### src/rtl/gap_buffer_with_line_count_top_macros.svh
// Assertion macros for the gap buffer top level.
// Expects i_clk and i_rst_n in the scope of use; no other dependencies.
`ifndef GAP_BUFFER_WITH_LINE_COUNT_TOP_MACROS_SVH
`define GAP_BUFFER_WITH_LINE_COUNT_TOP_MACROS_SVH

// Same-cycle implication, disabled while reset is held.
`define GBL_ASSERT_NOW(label, ante, cons, msg) \
    label: assert property (@(posedge i_clk) disable iff (!i_rst_n) (ante) |-> (cons)) \
        else $error(msg);

// Next-cycle implication, disabled while reset is held.
`define GBL_ASSERT_NEXT(label, ante, cons, msg) \
    label: assert property (@(posedge i_clk) disable iff (!i_rst_n) (ante) |=> (cons)) \
        else $error(msg);

`endif

### src/rtl/gbl_pkg.sv
// Shared constants, types and helpers for the gap buffer block.
// No dependencies; used by the interfaces, the engine and the top level.
package gbl_pkg;

    localparam int BLOCK_CHARS = 4096;
    localparam int ADDR_W      = $clog2(BLOCK_CHARS);
    localparam int CNT_W       = $clog2(BLOCK_CHARS + 1);
    localparam int FIELD_W     = 13;
    localparam int CHAR_W      = 8;
    localparam int KIND_W      = 2;
    localparam int STAT_W      = 2;
    localparam int CMP_W       = ((CNT_W > FIELD_W) ? CNT_W : FIELD_W) + 1;

    localparam logic [CHAR_W-1:0] NEWLINE_CHAR = 8'd10;

    typedef logic [CNT_W-1:0]   t_cnt;
    typedef logic [ADDR_W-1:0]  t_addr;
    typedef logic [FIELD_W-1:0] t_field;
    typedef logic [CHAR_W-1:0]  t_char;
    typedef logic [CMP_W-1:0]   t_cmp;

    typedef enum logic [KIND_W-1:0] {
        REQ_READ   = 2'd0,
        REQ_INSERT = 2'd1,
        REQ_REMOVE = 2'd2,
        REQ_NOP    = 2'd3
    } t_req_kind;

    typedef enum logic [STAT_W-1:0] {
        STAT_OK         = 2'd0,
        STAT_BAD_OFFSET = 2'd1,
        STAT_FULL       = 2'd2,
        STAT_OVERRUN    = 2'd3
    } t_status;

    typedef enum logic [2:0] {
        S_IDLE,
        S_CHECK,
        S_RDATA,
        S_MOVE,
        S_INSERT,
        S_COUNT,
        S_DONE
    } t_eng_state;

    typedef struct packed {
        t_req_kind kind;
        t_field    offset;
        t_char     char_in;
        t_field    amount;
    } t_req;

    typedef struct packed {
        t_char   char_out;
        t_status status;
        t_field  text_length;
        t_field  line_count;
    } t_rsp;

    typedef struct packed {
        logic  rd_en;
        t_addr rd_addr;
        logic  wr_en;
        t_addr wr_addr;
        t_char wr_data;
    } t_mem_cmd;

    typedef struct packed {
        logic idle;
        t_cnt gap_start;
        t_cnt gap_size;
    } t_eng_mon;

    function automatic t_field cnt_to_field(input t_cnt v);
        logic [CNT_W+FIELD_W-1:0] w;
        w = {{FIELD_W{1'b0}}, v};
        return w[FIELD_W-1:0];
    endfunction

    function automatic t_cnt field_to_cnt(input t_field v);
        logic [CNT_W+FIELD_W-1:0] w;
        w = {{CNT_W{1'b0}}, v};
        return w[CNT_W-1:0];
    endfunction

    function automatic t_cmp cnt_to_cmp(input t_cnt v);
        logic [CNT_W+CMP_W-1:0] w;
        w = {{CMP_W{1'b0}}, v};
        return w[CMP_W-1:0];
    endfunction

    function automatic t_cmp field_to_cmp(input t_field v);
        logic [FIELD_W+CMP_W-1:0] w;
        w = {{CMP_W{1'b0}}, v};
        return w[CMP_W-1:0];
    endfunction

    function automatic t_addr cnt_to_addr(input t_cnt v);
        return v[ADDR_W-1:0];
    endfunction

endpackage

### src/rtl/gbl_engine.sv
// Request sequencer: range checks, gap moves, insert write and newline scan.
// Depends on gbl_pkg; drives the text RAM through a t_mem_cmd struct.
module gbl_engine (
    input  logic              i_clk,
    input  logic              i_rst_n,
    input  logic              i_req_valid,
    output logic              o_req_ready,
    input  gbl_pkg::t_req     i_req,
    output logic              o_res_valid,
    input  logic              i_res_taken,
    output gbl_pkg::t_rsp     o_res,
    output gbl_pkg::t_mem_cmd o_mem,
    input  gbl_pkg::t_char    i_rd_data,
    output gbl_pkg::t_eng_mon o_mon
);
    import gbl_pkg::*;

    t_eng_state r_state, n_state;
    t_req       r_req, n_req;
    t_cnt       r_gs, n_gs;
    t_cnt       r_gz, n_gz;
    t_cnt       r_lines, n_lines;
    t_cnt       r_target, n_target;
    t_cnt       r_left, n_left;
    t_cnt       r_src, n_src;
    logic       r_pend, n_pend;
    t_addr      r_wr_addr, n_wr_addr;
    t_char      r_char, n_char;
    t_status    r_status, n_status;

    t_cnt c_len;
    t_cmp c_len_cmp;
    t_cmp c_off_cmp;
    t_cmp c_end_cmp;
    t_cnt c_off_cnt;
    t_cnt c_amt_cnt;

    assign c_len     = t_cnt'(BLOCK_CHARS) - r_gz;
    assign c_len_cmp = cnt_to_cmp(c_len);
    assign c_off_cmp = field_to_cmp(r_req.offset);
    assign c_end_cmp = c_off_cmp + field_to_cmp(r_req.amount);
    assign c_off_cnt = field_to_cnt(r_req.offset);
    assign c_amt_cnt = field_to_cnt(r_req.amount);

    always_ff @(posedge i_clk) begin
        if (!i_rst_n) begin
            r_state <= S_IDLE;
            r_gs    <= '0;
            r_gz    <= t_cnt'(BLOCK_CHARS);
            r_lines <= '0;
            r_pend  <= 1'b0;
        end else begin
            r_state <= n_state;
            r_gs    <= n_gs;
            r_gz    <= n_gz;
            r_lines <= n_lines;
            r_pend  <= n_pend;
        end
    end

    always_ff @(posedge i_clk) begin
        r_req     <= n_req;
        r_target  <= n_target;
        r_left    <= n_left;
        r_src     <= n_src;
        r_wr_addr <= n_wr_addr;
        r_char    <= n_char;
        r_status  <= n_status;
    end

    always_comb begin
        n_state     = r_state;
        n_req       = r_req;
        n_gs        = r_gs;
        n_gz        = r_gz;
        n_lines     = r_lines;
        n_target    = r_target;
        n_left      = r_left;
        n_src       = r_src;
        n_pend      = r_pend;
        n_wr_addr   = r_wr_addr;
        n_char      = r_char;
        n_status    = r_status;
        o_mem       = '0;
        o_req_ready = 1'b0;
        o_res_valid = 1'b0;

        case (r_state)
            S_IDLE: begin
                o_req_ready = 1'b1;
                if (i_req_valid) begin
                    n_req   = i_req;
                    n_state = S_CHECK;
                end
            end
            S_CHECK: begin
                n_char   = '0;
                n_status = STAT_OK;
                n_pend   = 1'b0;
                case (r_req.kind)
                    REQ_READ: begin
                        if (c_off_cmp >= c_len_cmp) begin
                            n_status = STAT_BAD_OFFSET;
                            n_state  = S_DONE;
                        end else begin
                            // Skip over the gap for offsets at or past its start
                            o_mem.rd_en   = 1'b1;
                            o_mem.rd_addr = (c_off_cnt < r_gs) ? cnt_to_addr(c_off_cnt)
                                                               : cnt_to_addr(c_off_cnt + r_gz);
                            n_state       = S_RDATA;
                        end
                    end
                    REQ_INSERT: begin
                        if (c_off_cmp > c_len_cmp) begin
                            n_status = STAT_BAD_OFFSET;
                            n_state  = S_DONE;
                        end else if (r_gz == '0) begin
                            n_status = STAT_FULL;
                            n_state  = S_DONE;
                        end else begin
                            n_target = c_off_cnt;
                            n_state  = S_MOVE;
                        end
                    end
                    REQ_REMOVE: begin
                        if (c_off_cmp > c_len_cmp) begin
                            n_status = STAT_BAD_OFFSET;
                            n_state  = S_DONE;
                        end else if (c_end_cmp > c_len_cmp) begin
                            n_status = STAT_OVERRUN;
                            n_state  = S_DONE;
                        end else begin
                            n_target = c_off_cnt;
                            n_state  = S_MOVE;
                        end
                    end
                    default: begin
                        n_state = S_DONE;
                    end
                endcase
            end
            S_RDATA: begin
                n_char  = i_rd_data;
                n_state = S_DONE;
            end
            S_MOVE: begin
                // Retire the character read last cycle
                if (r_pend) begin
                    o_mem.wr_en   = 1'b1;
                    o_mem.wr_addr = r_wr_addr;
                    o_mem.wr_data = i_rd_data;
                end
                if (r_gs < r_target) begin
                    o_mem.rd_en   = 1'b1;
                    o_mem.rd_addr = cnt_to_addr(r_gs + r_gz);
                    n_wr_addr     = cnt_to_addr(r_gs);
                    n_gs          = r_gs + t_cnt'(1);
                    n_pend        = 1'b1;
                end else if (r_gs > r_target) begin
                    o_mem.rd_en   = 1'b1;
                    o_mem.rd_addr = cnt_to_addr(r_gs - t_cnt'(1));
                    n_wr_addr     = cnt_to_addr(r_gs - t_cnt'(1) + r_gz);
                    n_gs          = r_gs - t_cnt'(1);
                    n_pend        = 1'b1;
                end else begin
                    n_pend = 1'b0;
                    if (!r_pend) begin
                        if (r_req.kind == REQ_INSERT) begin
                            n_state = S_INSERT;
                        end else begin
                            n_left  = c_amt_cnt;
                            n_src   = r_gs + r_gz;
                            n_state = S_COUNT;
                        end
                    end
                end
            end
            S_INSERT: begin
                o_mem.wr_en   = 1'b1;
                o_mem.wr_addr = cnt_to_addr(r_gs);
                o_mem.wr_data = r_req.char_in;
                n_gs          = r_gs + t_cnt'(1);
                n_gz          = r_gz - t_cnt'(1);
                if (r_req.char_in == NEWLINE_CHAR) begin
                    n_lines = r_lines + t_cnt'(1);
                end
                n_state = S_DONE;
            end
            S_COUNT: begin
                // Scan the characters that the gap is about to absorb
                if (r_pend && (i_rd_data == NEWLINE_CHAR)) begin
                    n_lines = r_lines - t_cnt'(1);
                end
                if (r_left != '0) begin
                    o_mem.rd_en   = 1'b1;
                    o_mem.rd_addr = cnt_to_addr(r_src);
                    n_src         = r_src + t_cnt'(1);
                    n_left        = r_left - t_cnt'(1);
                    n_pend        = 1'b1;
                end else begin
                    n_pend = 1'b0;
                    if (!r_pend) begin
                        n_gz    = r_gz + c_amt_cnt;
                        n_state = S_DONE;
                    end
                end
            end
            S_DONE: begin
                o_res_valid = 1'b1;
                if (i_res_taken) begin
                    n_state = S_IDLE;
                end
            end
            default: begin
                n_state = S_IDLE;
            end
        endcase
    end

    assign o_res.char_out    = r_char;
    assign o_res.status      = r_status;
    assign o_res.text_length = cnt_to_field(c_len);
    assign o_res.line_count  = cnt_to_field(r_lines);

    assign o_mon.idle      = (r_state == S_IDLE);
    assign o_mon.gap_start = r_gs;
    assign o_mon.gap_size  = r_gz;
endmodule

### config.mk
export PLATFORM = sky130hd
export DESIGN_NAME = gbl_engine
export DESIGN_NICKNAME = d
export VERILOG_FILES = /design/src/rtl/gap_buffer_with_line_count_top_macros.svh /design/src/rtl/gbl_pkg.sv /design/src/rtl/gbl_engine.sv
export SDC_FILE = /design/constraint.sdc
export NUM_CORES = 1
export LEC_CHECK = 0
export ABC_CLOCK_PERIOD_IN_PS = 7500
export BUFFER_PORTS_ARGS = -buffer_cell sky130_fd_sc_hd__buf_2
export CAP_MARGIN = 15
export CORE_MARGIN = 3
export CORE_UTILIZATION = 25
export CTS_BUF_LIST = sky130_fd_sc_hd__clkbuf_4 sky130_fd_sc_hd__clkbuf_8
export DETAILED_ROUTE_END_ITERATION = 12
export MAX_ROUTING_LAYER = met4
export PLACE_DENSITY = 0.39
export RECOVER_POWER = 100
export SETUP_SLACK_MARGIN = 0.05
export SYNTH_ARGS = -nofsm -noshare
export SYNTH_HDL_FRONTEND = slang
export SYNTH_SLANG_ARGS = --single-unit
### constraint.sdc
create_clock -name i_clk -period 7.5 [get_ports i_clk]
set_input_delay 0.375 -clock i_clk [delete_from_list [all_inputs] [get_ports i_clk]]
set_output_delay 0.375 -clock i_clk [all_outputs]
set_load 0.02 [all_outputs]
==> flow_summary.json <==
{
  "crit_fanout": 14,
  "core_um2": 43200,
  "fin_hold_ws_ps": 57.5,
  "overflow": 0,
  "worst_setup_path_end_kind": "flip-flop",
  "post_synth.cell_area_avg_um2": 9.11,
  "grt_pass1_vias": 9164,
  "cp_slowest_cell": "nor3b_1",
  "drive_gt1_share_pct": 8.11,
  "power_leakage_nw": 5.09,
  "synth-seq-area-share_pct": 34.2,
  "top_layer_used": "met4",
  "startpoint_type": "flip-flop",
  "drtAntennaViolNets": 0,
  "dp_cells": 1910,
  "wl_met2_mm": 18.6,
  "dr_wl_met3_mm": 1.84,
  "pre_cts_ws_ps": 2480,
  "ff2ff_path_depth": 17,
  "cts.sink_count": 139,
  "port-buffer-count": 146,
  "violations": "capacitance limit, slew limit",
  "netlist.top_cell.by_area": "edfxtp_1",
  "finalCriticalPeriod_ps": 5770,
  "yosysUniqueCellTypes": 72,
  "wl_met1_mm": 19.6,
  "initial_core_util_pct": 25.3,
  "root_buffer": "clkbuf_8",
  "drv_cap": 4,
  "cts_buffers": 17,
  "rr_startpoint": "c_off_cnt[0]$_DFFE_PP_",
  "path_clk_slew_ps": 100,
  "setup_viol_count_final": 0,
  "rsz0062_at_grt": "false",
  "fmax_mhz": 173,
  "rrSetupSlack_ps": 1730,
  "slew_headroom_pct": -37.7,
  "drv_slew": 113,
  "die_area_um2": 46300,
  "ys.flop_type": "edfxtp_1",
  "finalPower_mw": 5.69,
  "clk_latency_ps": 500,
  "ios": 147,
  "syn_inst": 1201,
  "power_density_nw_per_um2": 451,
  "hpwl_mm": 31.6,
  "synthesis.nets": 1380,
  "fin_ws_ps": 1730,
  "dr.pass1.iters": 4,
  "wl_per_cell_um": 21.1,
  "final_area_um2": 12600,
  "synth.cell_area_um2": 10900,
  "r2r_end": "r_state[0]$_SDFFE_PN0P_",
  "crit_top_cell": "a21o_1",
  "cp_data_arrival_time_ps": 6210,
  "critPathKind": "reg -> reg",
  "diodes": 0,
  "htreeDepth": 4,
  "min_period_over_period_pct": 77.0,
  "status": "finished, violations left",
  "synth_edf_count": 96,
  "drt-total-wl_mm": 40.9,
  "cp-endpoint": "r_state[0]$_SDFFE_PN0P_",
  "ys_ff_latch": 139,
  "synth_warnings": 0,
  "hold_viol": 0,
  "cp_slowest_stage_delay_ps": 1620,
  "fp.dieW_um": 215,
  "rows": 76,
  "worst-endpoint-required_ps": 7940,
  "post_cts_buffers": 0,
  "synth_top_area_share_pct": 26.4,
  "final_util_pct": 29.2,
  "crit_path_start": "c_off_cnt[0]$_DFFE_PP_",
  "drt_iter0_markers": 723,
  "async_reset_ff_share_pct": 0,
  "finalClockSkew_ps": 16.5,
  "gp_congestion": 0.856,
  "max-vdd-ir-drop_mv": 0.209,
  "vias": 9418,
  "grt_pass1_wl_mm": 60.0,
  "synth_area_leaders": "edfxtp_1, ha_1, dfxtp_1",
  "cts_buffer_depth": 2,
  "antenna_found_initial": 1,
  "area_growth_syn_to_layout_pct": 15.2,
  "layout.nets": 1523,
  "grt_usage_pct": 17.9,
  "cts_hold_buf": 0,
  "cts_resized": 0,
  "die_h_um": 215,
  "grt_max_degree": 43,
  "critical_path.cell_chain": "ha_1 > fa_1 > a21o_1 > a21oi_1 > nor2b_1 > o21a_1 > o22a_1 > a221oi_1 > xnor2_1 > ha_1 > a21o_1 > a21oi_1 > o2111ai_1 > a21o_1 > o21ai_0 > nor3b_1 > o221a_1",
  "layout.cells.non_filler": 1942,
  "fillers": 4710,
  "tightest_slew_ps": 2060,
  "postPlaceCellArea_um2": 12400,
  "vias_per_cell": 4.85,
  "drc_errors": 0,
  "cts_tree": "done",
  "setup_tns_ps": 0,
  "min_path_type": "in -> reg"
}
flip-flops by register name (all words and copies together), names as in the netlist, 2 cells and up:
register   cells
c_amt_cnt     13
c_off_cnt     13
r_gs          13
r_gz          13
r_left        13
r_lines       13
r_target      13
r_src         12
r_wr_addr     12
r_req         10
r_char         8
r_state        3
r_status       2
cells by family (layout without fill, tap and decap cells):
kind of cell / after synthesis / in the layout / share of synthesized area, %
compound gates: 298 / 298 / 17.7
fa+ha+maj: 131 / 131 / 15.4
buf+inv: 105 / 261 / 3.76
simple gates: 396 / 396 / 17.9
flops: 139 / 139 / 34.2
xor+xnor: 98 / 98 / 7.85
mux: 34 / 34 / 3.12
worst min path at each step:
stage / start / end / slack, ps / cells past startpoint
after detailed placement: r_lines[9]$_SDFFE_PN0P_ / r_lines[9]$_SDFFE_PN0P_ / 500 / 2
after floorplan: i_req[0] / c_amt_cnt[0]$_DFFE_PP_ / 470 / 0
after CTS: i_req[18] / r_req[18]$_DFFE_PP_ / 9 / 1
after global routing: i_req[24] / c_off_cnt[3]$_DFFE_PP_ / 6 / 1
final: i_req[2] / c_amt_cnt[2]$_DFFE_PP_ / 60 / 1
after global placement: r_lines[9]$_SDFFE_PN0P_ / r_lines[9]$_SDFFE_PN0P_ / 480 / 2
layout by cell type, fill, tap and decap left out, types with 11 or more instances in the layout:
cell      instances
a211oi_1         14
a21o_1           30
a21oi_1          78
a22o_1           24
and2_0           11
and3_1           15
buf_2            51
clkbuf_1        109
clkbuf_8         17
dfxtp_1          43
edfxtp_1         96
ha_1            125
inv_1            64
mux2i_1          33
nand2_1         106
nand2b_1         21
nand3_1          30
nand4_1          12
nor2_1           98
nor3_1           33
o21a_1           11
o21ai_0          72
or3_1            11
xnor2_1          68
xor2_1           30
power by group:
| group | switching (mW) | total (mW) | internal [mW] |
|---|---|---|---|
| registers | 0.244 | 1.30 | 1.05 |
| logic | 2.33 | 3.72 | 1.39 |
| clock network | 0.371 | 0.672 | 0.301 |
area by class of cell:
class | instances | area, µm² | area share [%]
well taps | 585 | 732 | 5.81
flip-flops and latches | 139 | 3740 | 29.7
clock buffers | 17 | 234 | 1.86
repair buffers | 164 | 694 | 5.51
multi-input cells | 957 | 6790 | 53.9
inverters | 65 | 244 | 1.94
clock inverters | 15 | 161 | 1.28
cells in the mapped netlist (7+ instances only):
cell type / number
nor2b_1: 11
mux2i_1: 33
a21o_1: 30
nor4_1: 7
a211oi_1: 14
or2_2: 10
xor2_1: 30
o41ai_1: 7
a21oi_1: 78
ha_1: 125
nor2_1: 99
and3_1: 15
o21a_1: 11
inv_1: 64
o21ai_0: 72
nand4_1: 12
and2_1: 14
o211ai_1: 7
nor3_1: 33
dfxtp_1: 43
nand2_1: 106
a22o_1: 24
xnor2_1: 68
or3_1: 11
edfxtp_1: 96
clkbuf_1: 32
nand3_1: 30
nand2b_1: 21
metal layers:
metal | up-vias | global-route usage (%)
li1 | 4694 | -
met1 | 4462 | 23.4
met2 | 222 | 28.4
met3 | 40 | 3.83
met4 | 0 | 4.52
met5 | - | -
critical path, delay by kind of cell, from the launching register on:
kind            cells  cell delay (ps)
simple gates        2             1700
flops               1              500
fa+ha+maj           3              920
xor+xnor            1              130
compound gates     11             2500
No activity file was read; power rests on OpenSTA's default activity.
